`config.mk`:
```
export PLATFORM = sky130hd
export DESIGN_NAME = assembler_token_lexer
export DESIGN_NICKNAME = d
export VERILOG_FILES = /design/src/design/atl_pkg.sv /design/src/design/atl_core.sv /design/src/design/atl_resq.sv /design/src/design/assembler_token_lexer.sv
export SDC_FILE = /design/constraint.sdc
export NUM_CORES = 1
export LEC_CHECK = 0
export BUFFER_PORTS_ARGS = -buffer_cell sky130_fd_sc_hd__buf_2
export CORE_ASPECT_RATIO = 1.5
export CORE_MARGIN = 5
export CORE_UTILIZATION = 64
export CTS_BUF_LIST = sky130_fd_sc_hd__clkbuf_4
export DETAILED_ROUTE_END_ITERATION = 8
export GPL_TIMING_DRIVEN = 0
export MAX_ROUTING_LAYER = met4
export PLACE_DENSITY = 0.79
export SLEW_MARGIN = 20
export SYNTH_ARGS = -nofsm -noshare
export SYNTH_HDL_FRONTEND = slang
export SYNTH_SLANG_ARGS = --single-unit
```
`constraint.sdc`:
```
create_clock -name clk -period 11.2 [get_ports clk]
set_clock_uncertainty 0.15 [all_clocks]
set_input_delay 0 -clock clk [delete_from_list [all_inputs] [get_ports clk]]
set_output_delay 0 -clock clk [all_outputs]
set_load 0.05 [all_outputs]
```
`src/design/atl_pkg.sv`:
```
// ============================================================================
// atl_pkg
// Shared types, constants and character classes for the assembler token lexer.
// ============================================================================
package atl_pkg;

  // Statement positions count modulo STMT_CHARS, which must be a power of two.
  localparam int STMT_CHARS = 4096;
  localparam int POS_W      = $clog2(STMT_CHARS);

  // Widths of the result fields.
  localparam int CHAR_W    = 8;
  localparam int KIND_W    = 3;
  localparam int TOK_POS_W = 12;
  localparam int ACC_W     = 64;

  // Result queue geometry.
  localparam int RESQ_DEPTH = 4;
  localparam int RESQ_IDX_W = $clog2(RESQ_DEPTH);
  localparam int RESQ_CNT_W = $clog2(RESQ_DEPTH + 1);

  typedef logic [POS_W-1:0]     pos_t;
  typedef logic [CHAR_W-1:0]    char_t;
  typedef logic [TOK_POS_W-1:0] tok_pos_t;
  typedef logic [ACC_W-1:0]     acc_t;

  localparam pos_t POS_ONE = pos_t'(1);

  // Character codes used by the classifier.
  localparam char_t CHAR_EOS        = 8'h00;
  localparam char_t CHAR_TAB        = 8'h09;
  localparam char_t CHAR_CR         = 8'h0D;
  localparam char_t CHAR_SPACE      = 8'h20;
  localparam char_t CHAR_BANG       = 8'h21;
  localparam char_t CHAR_TILDE      = 8'h7E;
  localparam char_t CHAR_ZERO       = 8'h30;
  localparam char_t CHAR_NINE       = 8'h39;
  localparam char_t CHAR_UPPER_A    = 8'h41;
  localparam char_t CHAR_UPPER_Z    = 8'h5A;
  localparam char_t CHAR_LOWER_A    = 8'h61;
  localparam char_t CHAR_LOWER_Z    = 8'h7A;
  localparam char_t CHAR_UNDERSCORE = 8'h5F;
  localparam char_t CHAR_DOT        = 8'h2E;
  localparam char_t CHAR_DOLLAR     = 8'h24;

  // Lexer mode.
  typedef enum logic [1:0] {
    MODE_IDLE = 2'd0,
    MODE_NUM  = 2'd1,
    MODE_SYM  = 2'd2,
    MODE_ERR  = 2'd3
  } mode_t;

  // Token kinds as reported on the result channel.
  typedef enum logic [KIND_W-1:0] {
    KIND_NUM   = 3'd0,
    KIND_SYM   = 3'd1,
    KIND_PUNCT = 3'd2,
    KIND_END   = 3'd3,
    KIND_BAD   = 3'd4
  } kind_t;

  // One result item.
  typedef struct packed {
    kind_t    kind;
    tok_pos_t start;
    tok_pos_t length;
    acc_t     value;
    logic     last;
  } tok_res_t;

  // Write strobes from the lexer core into the result queue.
  typedef struct packed {
    logic first;
    logic second;
  } tok_push_t;

  function automatic tok_pos_t to_tok_pos(input pos_t p);
    return tok_pos_t'(p);
  endfunction

  function automatic logic is_digit(input char_t c);
    return (c >= CHAR_ZERO) && (c <= CHAR_NINE);
  endfunction

  function automatic logic is_space(input char_t c);
    return (c == CHAR_SPACE) || ((c >= CHAR_TAB) && (c <= CHAR_CR));
  endfunction

  function automatic logic is_sym_char(input char_t c);
    return ((c >= CHAR_LOWER_A) && (c <= CHAR_LOWER_Z)) ||
           ((c >= CHAR_UPPER_A) && (c <= CHAR_UPPER_Z)) ||
           (c == CHAR_UNDERSCORE) || (c == CHAR_DOT) || (c == CHAR_DOLLAR);
  endfunction

  function automatic logic is_punct(input char_t c);
    return (c >= CHAR_BANG) && (c <= CHAR_TILDE) && !is_digit(c) && !is_sym_char(c);
  endfunction

endpackage

```
`src/design/atl_core.sv`:
```
// ============================================================================
// atl_core
// Input register and single-pass lexer step that produces up to two results.
// ============================================================================
module atl_core (
  input  logic               clk,
  input  logic               rst_n,
  input  logic               in_valid,
  output logic               in_stall,
  input  atl_pkg::char_t     in_char_code,
  input  logic               room,
  output atl_pkg::tok_push_t push,
  output atl_pkg::tok_res_t  res_a,
  output atl_pkg::tok_res_t  res_b
);

  logic                valid_r, valid_nxt;
  atl_pkg::char_t      char_r;
  atl_pkg::mode_t      mode_r, mode_nxt;
  atl_pkg::pos_t       pos_r, pos_nxt;
  atl_pkg::pos_t       start_r, start_nxt;
  atl_pkg::acc_t       acc_r, acc_nxt;

  logic                adv;
  logic                accept;
  logic                flush_v;
  logic                own_v;
  atl_pkg::tok_res_t   flush_res;
  atl_pkg::tok_res_t   own_res;
  logic [atl_pkg::ACC_W+3:0] acc_wide;
  logic [3:0]          digit;

  assign adv      = valid_r && room;
  assign in_stall = valid_r && !room;
  assign accept   = in_valid && !in_stall;
  assign digit    = char_r[3:0];

  // Decimal accumulate: acc * 10 + digit, with overflow seen in the top bits.
  assign acc_wide = (atl_pkg::ACC_W + 4)'({acc_r, 3'b000}) +
                    (atl_pkg::ACC_W + 4)'({acc_r, 1'b0}) +
                    (atl_pkg::ACC_W + 4)'(digit);

  always_comb begin
    valid_nxt = accept ? 1'b1 : (adv ? 1'b0 : valid_r);
    mode_nxt  = mode_r;
    pos_nxt   = pos_r;
    start_nxt = start_r;
    acc_nxt   = acc_r;
    flush_v   = 1'b0;
    own_v     = 1'b0;

    flush_res.kind   = (mode_r == atl_pkg::MODE_NUM) ? atl_pkg::KIND_NUM : atl_pkg::KIND_SYM;
    flush_res.start  = atl_pkg::to_tok_pos(start_r);
    flush_res.length = atl_pkg::to_tok_pos(pos_r - start_r);
    flush_res.value  = (mode_r == atl_pkg::MODE_NUM) ? acc_r : '0;
    flush_res.last   = 1'b0;

    own_res.kind   = atl_pkg::KIND_END;
    own_res.start  = atl_pkg::to_tok_pos(pos_r);
    own_res.length = '0;
    own_res.value  = '0;
    own_res.last   = 1'b1;

    if (adv) begin
      pos_nxt = pos_r + atl_pkg::POS_ONE;
      if (char_r == atl_pkg::CHAR_EOS) begin
        flush_v   = (mode_r == atl_pkg::MODE_NUM) || (mode_r == atl_pkg::MODE_SYM);
        own_v     = 1'b1;
        mode_nxt  = atl_pkg::MODE_IDLE;
        pos_nxt   = '0;
        start_nxt = '0;
      end else if (mode_r == atl_pkg::MODE_ERR) begin
        // The rest of the statement is dropped.
      end else if (atl_pkg::is_digit(char_r) && (mode_r == atl_pkg::MODE_NUM)) begin
        acc_nxt = (|acc_wide[atl_pkg::ACC_W+3:atl_pkg::ACC_W]) ? '1 :
                  acc_wide[atl_pkg::ACC_W-1:0];
      end else if ((atl_pkg::is_digit(char_r) || atl_pkg::is_sym_char(char_r)) &&
                   (mode_r == atl_pkg::MODE_SYM)) begin
        // Symbol continues.
      end else begin
        flush_v  = (mode_r == atl_pkg::MODE_NUM) || (mode_r == atl_pkg::MODE_SYM);
        mode_nxt = atl_pkg::MODE_IDLE;
        if (atl_pkg::is_space(char_r)) begin
          // Whitespace only separates tokens.
        end else if (atl_pkg::is_digit(char_r)) begin
          mode_nxt  = atl_pkg::MODE_NUM;
          start_nxt = pos_r;
          acc_nxt   = atl_pkg::ACC_W'(digit);
        end else if (atl_pkg::is_sym_char(char_r)) begin
          mode_nxt  = atl_pkg::MODE_SYM;
          start_nxt = pos_r;
        end else if (atl_pkg::is_punct(char_r)) begin
          own_v          = 1'b1;
          own_res.kind   = atl_pkg::KIND_PUNCT;
          own_res.length = atl_pkg::TOK_POS_W'(1);
          own_res.value  = atl_pkg::ACC_W'(char_r);
        end else begin
          own_v         = 1'b1;
          own_res.kind  = atl_pkg::KIND_BAD;
          own_res.value = atl_pkg::ACC_W'(char_r);
          mode_nxt      = atl_pkg::MODE_ERR;
        end
      end
    end

    flush_res.last = !own_v;
    push.first     = flush_v || own_v;
    push.second    = flush_v && own_v;
    res_a          = flush_v ? flush_res : own_res;
    res_b          = own_res;
  end

  always_ff @(posedge clk) begin
    if (!rst_n) begin
      valid_r <= 1'b0;
      mode_r  <= atl_pkg::MODE_IDLE;
      pos_r   <= '0;
    end else begin
      valid_r <= valid_nxt;
      mode_r  <= mode_nxt;
      pos_r   <= pos_nxt;
    end
  end

  always_ff @(posedge clk) begin
    if (accept) begin
      char_r <= in_char_code;
    end
    start_r <= start_nxt;
    acc_r   <= acc_nxt;
  end

  a_err_silent: assert property (@(posedge clk) disable iff (!rst_n)
    (adv && (mode_r == atl_pkg::MODE_ERR) && (char_r != atl_pkg::CHAR_EOS)) |-> !push.first)
    else $error("atl_core: result produced while ignoring an errored statement");

  a_bad_enters_err: assert property (@(posedge clk) disable iff (!rst_n)
    (push.first && (res_b.kind == atl_pkg::KIND_BAD) && own_v) |=>
      (mode_r == atl_pkg::MODE_ERR))
    else $error("atl_core: invalid character did not enter the error mode");

  a_eos_restarts: assert property (@(posedge clk) disable iff (!rst_n)
    (adv && (char_r == atl_pkg::CHAR_EOS)) |=> ((pos_r == '0) && (mode_r == atl_pkg::MODE_IDLE)))
    else $error("atl_core: end of statement did not restart the position");

endmodule

```
`src/design/atl_resq.sv`:
```
// ============================================================================
// atl_resq
// Four-entry result queue that takes up to two results per cycle.
// ============================================================================
module atl_resq (
  input  logic                      clk,
  input  logic                      rst_n,
  input  atl_pkg::tok_push_t        push,
  input  atl_pkg::tok_res_t         res_a,
  input  atl_pkg::tok_res_t         res_b,
  output logic                      room,
  output logic                      out_valid,
  input  logic                      out_stall,
  output atl_pkg::tok_res_t         head
);

  atl_pkg::tok_res_t                  mem_r [atl_pkg::RESQ_DEPTH];
  logic [atl_pkg::RESQ_IDX_W-1:0]     wr_ptr_r, wr_ptr_nxt;
  logic [atl_pkg::RESQ_IDX_W-1:0]     rd_ptr_r, rd_ptr_nxt;
  logic [atl_pkg::RESQ_CNT_W-1:0]     count_r, count_nxt;
  logic [atl_pkg::RESQ_IDX_W-1:0]     wr_ptr_b;
  logic                               pop;

  assign out_valid = (count_r != '0);
  assign pop       = out_valid && !out_stall;
  assign head      = mem_r[rd_ptr_r];
  assign room      = (count_r <= atl_pkg::RESQ_CNT_W'(atl_pkg::RESQ_DEPTH - 2));
  assign wr_ptr_b  = wr_ptr_r + atl_pkg::RESQ_IDX_W'(1);

  always_comb begin
    wr_ptr_nxt = wr_ptr_r + atl_pkg::RESQ_IDX_W'(push.first) +
                 atl_pkg::RESQ_IDX_W'(push.second);
    rd_ptr_nxt = rd_ptr_r + atl_pkg::RESQ_IDX_W'(pop);
    count_nxt  = count_r + atl_pkg::RESQ_CNT_W'(push.first) +
                 atl_pkg::RESQ_CNT_W'(push.second) - atl_pkg::RESQ_CNT_W'(pop);
  end

  always_ff @(posedge clk) begin
    if (!rst_n) begin
      wr_ptr_r <= '0;
      rd_ptr_r <= '0;
      count_r  <= '0;
    end else begin
      wr_ptr_r <= wr_ptr_nxt;
      rd_ptr_r <= rd_ptr_nxt;
      count_r  <= count_nxt;
    end
  end

  always_ff @(posedge clk) begin
    if (push.first) begin
      mem_r[wr_ptr_r] <= res_a;
    end
    if (push.second) begin
      mem_r[wr_ptr_b] <= res_b;
    end
  end

  a_no_overflow: assert property (@(posedge clk) disable iff (!rst_n)
    count_r <= atl_pkg::RESQ_CNT_W'(atl_pkg::RESQ_DEPTH))
    else $error("atl_resq: queue overflow");

  a_push_order: assert property (@(posedge clk) disable iff (!rst_n)
    push.second |-> (push.first && room))
    else $error("atl_resq: second write without first or without room");

  a_pop_count: assert property (@(posedge clk) disable iff (!rst_n)
    (pop && !push.first) |=> (count_r == $past(count_r) - 1'b1))
    else $error("atl_resq: count did not drop on a read");

endmodule

```
`src/design/assembler_token_lexer.sv`:
```
// ============================================================================
// assembler_token_lexer
// Streams statement characters in and tokens out, one per cycle unless stalled.
// ============================================================================
// Order: an accepted character is held in the core's input register, and its
// results are written into the result queue and offered from there.
// Throughput: one character per cycle unless stalled; at most one result leaves
// per cycle; a character that ends a token and makes its own gives two results.
// The four-entry result queue bounds input stall to output back-pressure only.
// Reset (synchronous, rst_n low): idle mode, position zero, empty queue.
// ============================================================================
module assembler_token_lexer (
  input  logic        clk,
  input  logic        rst_n,
  // Character channel.
  input  logic        in_valid,
  output logic        in_stall,
  input  logic [7:0]  in_char_code,
  // Token channel.
  output logic        out_valid,
  input  logic        out_stall,
  output logic [2:0]  out_token_kind,
  output logic [11:0] out_token_start,
  output logic [11:0] out_token_length,
  output logic [63:0] out_token_value,
  output logic        out_last_in_run
);

  // The core registers each character, then in one pass decides whether it
  // closes a pending number or symbol and whether it produces its own result.
  // Both possible results are written into the queue in the same cycle.
  atl_pkg::tok_push_t push;
  atl_pkg::tok_res_t  res_a;
  atl_pkg::tok_res_t  res_b;
  atl_pkg::tok_res_t  head;
  logic               room;

  atl_core u_core (
    .clk          (clk),
    .rst_n        (rst_n),
    .in_valid     (in_valid),
    .in_stall     (in_stall),
    .in_char_code (in_char_code),
    .room         (room),
    .push         (push),
    .res_a        (res_a),
    .res_b        (res_b)
  );

  // The queue parts the two sides: a transaction on the character channel
  // proceeds whenever two entries are free, independent of the token channel.
  atl_resq u_resq (
    .clk       (clk),
    .rst_n     (rst_n),
    .push      (push),
    .res_a     (res_a),
    .res_b     (res_b),
    .room      (room),
    .out_valid (out_valid),
    .out_stall (out_stall),
    .head      (head)
  );

  assign out_token_kind   = head.kind;
  assign out_token_start  = head.start;
  assign out_token_length = head.length;
  assign out_token_value  = head.value;
  assign out_last_in_run  = head.last;

endmodule

```
== After elaboration in Yosys (flattened, before gate mapping) ==
Memory sizes are Yosys's and may differ from the RTL's. A register that Yosys moved wholly into a read port is not among the register bits.
Cells that the tools add are included.
Word-level totals
  register bits: 106
  bits in writable memories: 368
  output and inout port bits: 94
  memories: 1
Memory list
  u_resq.mem_r: depth 4, bits a word 92, rd ports 1, clocked after Yosys merged registers in 1, wr ports 2, line atl_resq.sv:17  | atl_pkg::tok_res_t mem_r [atl_pkg::RESQ_DEPTH];
Operators by class
  add/sub/neg operators: 11
  $lt $le $gt $ge: 11
  eq/ne operators: 13
  muxes and demuxes: 61
  bitwise gates (word level): 2
  reductions and logical operators: 37
Operators by type and width (number)
  76-bit 2-to-1 mux: 8
  64-bit 2-to-1 mux: 6
  92-bit 2-to-1 mux: 1
  12-bit 2-to-1 mux: 7
  67-bit by 65-bit adder with 68-bit output: 1
  68-bit by 4-bit adder with 68-bit output: 1
  3-bit 2-to-1 mux: 9
  8-bit by 6-bit equality test with 1-bit output (second input constant): 3
  8-bit by 7-bit <= comparator with 1-bit output (second input constant): 3
  1-bit 2-to-1 mux: 21
  2-bit 2-to-1 mux: 9
  8-bit by 6-bit >= comparator with 1-bit output (second input constant): 2
  8-bit by 7-bit >= comparator with 1-bit output (second input constant): 2
  1-bit logical AND: 14
  12-bit by 1-bit adder with 12-bit output (second input constant): 1
  2-bit by 1-bit inequality test with 1-bit output (second input constant): 6
  6-bit AND reduction: 2
  12-bit subtractor: 1
  8-bit by 7-bit equality test with 1-bit output (second input constant): 1
  8-bit by 4-bit >= comparator with 1-bit output (second input constant): 1
  8-bit by 4-bit <= comparator with 1-bit output (second input constant): 1
  8-bit by 6-bit <= comparator with 1-bit output (second input constant): 1
  8-bit logical NOT: 1
  1-bit logical OR: 8
  other kinds (13): 25

== Longest topological paths before layout ==
  depth after elaboration: 18
  depth in mapped cells: 15
  gate-level depth less buffers: 14

== Hierarchy ==
Synthesis repeated with hierarchy kept, for this count alone.
Unflattened totals
  cells, all modules: 2201
  area, all modules: 28746.3 µm²
By module, submodules not included
  atl_resq: instances 1, cells an instance 931, area an instance 18064.8 µm², seq. area each 11190.7 µm²
  atl_core: instances 1, cells an instance 1270, area an instance 10681.5 µm², seq. area each 2822.7 µm²

== Least setup slack after synthesis ==
No wires, ideal clock.
  path type: reg-to-reg
  start: register u_core.char_r[5]
  end: register u_core.acc_r[0] (enable)
  library setup time: 0.644 ns
  arrival: 7.170 ns
  data required time: 10.406 ns
  path slack: 3.236 ns
  cell stages (with the launch flop): 9
  buffers on the path: 1
  period minus slack after synthesis: 7.964 ns
  cells stage by stage: edfxtp_1 -> buf_2 -> nor4b_1 -> a31oi_1 -> o32a_1 -> nor4_2 -> nor2_1 -> nor2_1 -> nor4_1
Between the ends
  cells in the longest elaborated chain, start to end: 10
  elaborated cells on any way between the ends: 30
  classes of those cells: 8 x order compare; 6 x eq/ne; 1 x bitwise; 15 x reduce/logical
RTL lines
  from (decl): line atl_core.sv:18  | atl_pkg::char_t char_r;
  from (signal assigned): line atl_core.sv:127  | char_r <= in_char_code;
  8-bit by 7-bit >= comparator with 1-bit output (tied with other cells): line atl_pkg.sv:91  | return ((c >= CHAR_LOWER_A) && (c <= CHAR_LOWER_Z)) ||
  1-bit logical AND, on equally long branches: line atl_pkg.sv:91, atl_pkg.sv:92
  1-bit logical OR: line atl_pkg.sv:91
  1-bit logical OR: line atl_pkg.sv:92  | ((c >= CHAR_UPPER_A) && (c <= CHAR_UPPER_Z)) ||
  1-bit logical OR (2 in series): line atl_pkg.sv:93  | (c == CHAR_UNDERSCORE) || (c == CHAR_DOT) || (c == CHAR_DOLLAR);
  1-bit logical OR: line atl_core.sv:77  | end else if ((atl_pkg::is_digit(char_r) || atl_pkg::is_sym_char(char_r)) &&
  1-bit logical AND: line atl_core.sv:77
  2-bit by 1-bit inequality test with 1-bit output (no line)
  6-bit AND reduction (no line) *
  to (signal assigned): line atl_core.sv:130  | acc_r <= acc_nxt;
  to (decl): line atl_core.sv:22  | atl_pkg::acc_t acc_r, acc_nxt;
Every way passes the cells marked *; elsewhere a longest branch is shown, timed or not.
A chain may end at the register's enable or synchronous reset.

== Worst setup path after layout ==
  start: register u_core.acc_r[0]
  end: register u_core.acc_r[56], data pin
Between the ends
  cells in the longest elaborated chain, start to end: 5
RTL lines
  67-bit by 65-bit adder with 68-bit output *: line atl_core.sv:39  | assign acc_wide = (atl_pkg::ACC_W + 4)'({acc_r, 3'b000}) +
  68-bit by 4-bit adder with 68-bit output *: line atl_core.sv:40  | (atl_pkg::ACC_W + 4)'({acc_r, 1'b0}) +
  4-bit OR reduction: line atl_core.sv:75  | acc_nxt = (|acc_wide[atl_pkg::ACC_W+3:atl_pkg::ACC_W]) ? '1 :
  64-bit 2-to-1 mux *: line atl_core.sv:75
  64-bit 2-to-1 mux *: line atl_core.sv:74  | end else if (atl_pkg::is_digit(char_r) && (mode_r == atl_pkg::MODE_NUM)) begin
Marks and branches as above.

==> results.md <==
* Post-CTS Resized at 0
* DP Worst Slack at ~6100 ps
* Placed cell count at 2992
* Yosys top cell area share at 0.240
* Fin cells at 3220
* Worst EP arrival at approximately 5600 ps
* Pre-Repair DR Iteration Count at 6
* Post-synth EDFFs at 180
* Status: complete, no violations
* Synth Warn # at 0
* Most frequent cells in the layout: dfxtp_1, o21ai_0, nand2_1, nand3_1, edfxtp_1
* Sink Count at 474
* Hold-fix buffers, CTS at 22
* Syn Area/Cell at 10.3 µm²
* Layout cells sized above 1 at 0.182
* Most common cell after layout, fill and taps aside: dfxtp_1
* Die span in y at 250 µm
* Crit path largest cell delay at around 640 ps
* Wire per inst at 22.9 µm
* Total clock buffers created by CTS at 108
* Register area share after synthesis at 0.460
* Routed Antenna Nets at 0
* IO buf count at between 100 and 150
* Final hold slack at 125 ps
* RSZ-0062 raised after global routing: false
* Crit path capture type: flip-flop
* CP bufs+invs at 1
* Fin worst setup slack at 5980 ps
* Asr flop ratio synth at 0
* Fin nets at 2798
* CP Class: reg -> reg
* Crit Path Max Fanout at 10
* Area grow syn2layout at 11.7%
* Num ports at about 110
* Vias in the first global route at between 20000 and 25000
* CTS tree: built
* GRT overflow at 0
* Delay-heaviest family, CP: compound AO/OA/AOI/OAI gates
* Vias per cell at 6.54
* Clock Latency Late Sink at 870 ps
* Finished Core Util at 0.725
* Detailed router's first-iteration violation count at between 1500 and 2000
* #FFs+latches synth at 474
* DP HPWL at between 50000 and 60000 µm
* Final Max Slew Viols at 0
* Total track usage at 0.353
* Final hold vios at 0
* Critical Path, Cell by Cell: fa_1, fa_1, a211oi_1, o211ai_1, a31oi_1, a31oi_1, a41oi_1, a21o_1, o21a_1, o41ai_2, nor3_4, buf_6, a21oi_2
* Worst VDD drop at 0.120 mV
* Final min period at 5220 ps
* H-tree depth at 3
* Initial antenna violation count at 2
* First-pass GRT wire length at approximately 120000 µm
* Post-synth top flop: dfxtp_1
* Post-CTS setup buffer count at 0
* Post-Syn Area at around 25000 µm²
* Root Buffer: clkbuf_4
* Leakage dissipation at between 10 and 15 nW
* Num rows at 87
* Tightest Hold Check Type: in -> reg
* Max Cap Violations at 0
* Setup violations, final at 0
* DRC at 0
* Mapped Nets at 2551
* Setup_tns at 0 ps
* Cells after synthesis at 2388
* Power Dens Cells at 160 nW/µm²
* Clock Tree Buf Depth at 3
* Initial Utilization at 0.649
* Power Total at 4.39 mW
* Slew @ Worst Pin at 1170 ps
* Largest net degree at the start of global routing at 26
* Worst-path clk slew at 80 ps
* Tcrit/Tclk final at 0.466
* WP data required at roughly 12000 ps
* Startpoint types: flip-flop
* Max-slew headroom at 0.222
* Fmax at between 0.15 and 0.2 GHz
* Critical path's slowest cell: nor3_4
* Synth unique cells at 79
* Via count at 21100
* Placed Instance Area at ~26000 µm²
* Design area at 27400 µm²
* Area leader, netlist: dfxtp_1
* Area contributors post-synth: dfxtp_1, edfxtp_1, mux4_2
* Final Wtd Congestion at 0.987
* Die X-Extent at 170 µm
* Die ar. at 42400 µm²
* CORE AREA at 37800 µm²
* Final WL at 73600 µm
==> cell families after synthesis <==
logic type / after synthesis / synth area share
AOI/OAI and AO/OA: 706 / 0.178
muxes: 93 / 0.0849
and+or+nand+nor: 671 / 0.129
DFF: 474 / 0.460
xor gates and xnor gates: 78 / 0.0279
buffers and inverters: 215 / 0.0404
adders and majority gates: 151 / 0.0789
==> sequential cells by signal, summed over array words and instances (netlist names) <==
register	count
u_core.mode_r	2
u_resq.mem_r	368
u_core.acc_r	64
u_resq.rd_ptr_r	2
u_core.valid_r	1
u_core.char_r	8
u_resq.count_r	3
u_core.start_r	12
u_core.pos_r	12
u_resq.wr_ptr_r	2
==> where the power goes <==
| group | switching (mW) | internal (mW) | leakage (nW) |
|---|---|---|---|
| Sequential | 0.0452 | 1.87 | 3.86 |
| Combinational | 0.728 | 0.327 | 5.40 |
| Clock | 0.711 | 0.711 | 0.860 |
| Total | 1.48 | 2.90 | 10.1 |
==> cell type report <==
cell class / count / area [µm²]
inverter: 41 / 154
clock buffer: 169 / 1270
buffer: 174 / 840
timing repair buffer: 137 / 798
tap: 489 / 612
antenna: 4 / 10.0
sequential: 474 / 11300
clock inverter: 33 / 170
fill: 2765 / 10400
multi-input combinational: 1699 / 12300
==> worst register-to-register path, stage by stage (launching register included) <==
cell and delay [ps]:
edfxtp_1 510, fa_1 580, fa_1 490, a211oi_1 330, o211ai_1 240, a31oi_1 260
a31oi_1 260, a41oi_1 520, a21o_1 300, o21a_1 170, o41ai_2 100, nor3_4 640
buf_6 290, a21oi_2 70
==> metal layers <==
| layer | track usage | routed length, µm | share of wire |
|---|---|---|---|
| met1 | 0.357 | 24400 | 0.33 |
| met2 | 0.610 | 38600 | 0.52 |
| met3 | 0.0625 | 5050 | 0.069 |
| met4 | 0.249 | 5600 | 0.076 |
| met5 | - | 0 | 0 |
==> cell usage after synthesis (all sizes together), types with 6 or more instances <==
cell	instances
nor2b	23
dfxtp	294
o211ai	8
mux4	92
a21boi	10
inv	41
buf	72
o31ai	16
and3	9
nor3	23
nor2	109
nor4	7
ha	145
fa	6
or3	7
xor2	31
nand2	212
o21ai	292
o22ai	40
o21a	12
edfxtp	180
xnor2	47
a21o	23
a31oi	20
nand4	31
a21oi	164
clkbuf	102
a22o	76
o21bai	10
and2	17
nand3	212
==> worst paths after layout <==
path	from	endpoint	slack, ps	cells past startpoint
worst min-delay path	out_stall	u_resq.rd_ptr_r[0]	130	5
worst max register to register	u_core.acc_r[0]	u_core.acc_r[56]	5980	13
worst max-delay path	u_core.acc_r[0]	u_core.acc_r[56]	5980	13
worst min register to register	u_resq.mem_r[1][67]	u_resq.mem_r[1][67]	310	2
(Power assumes the default switching activity.)
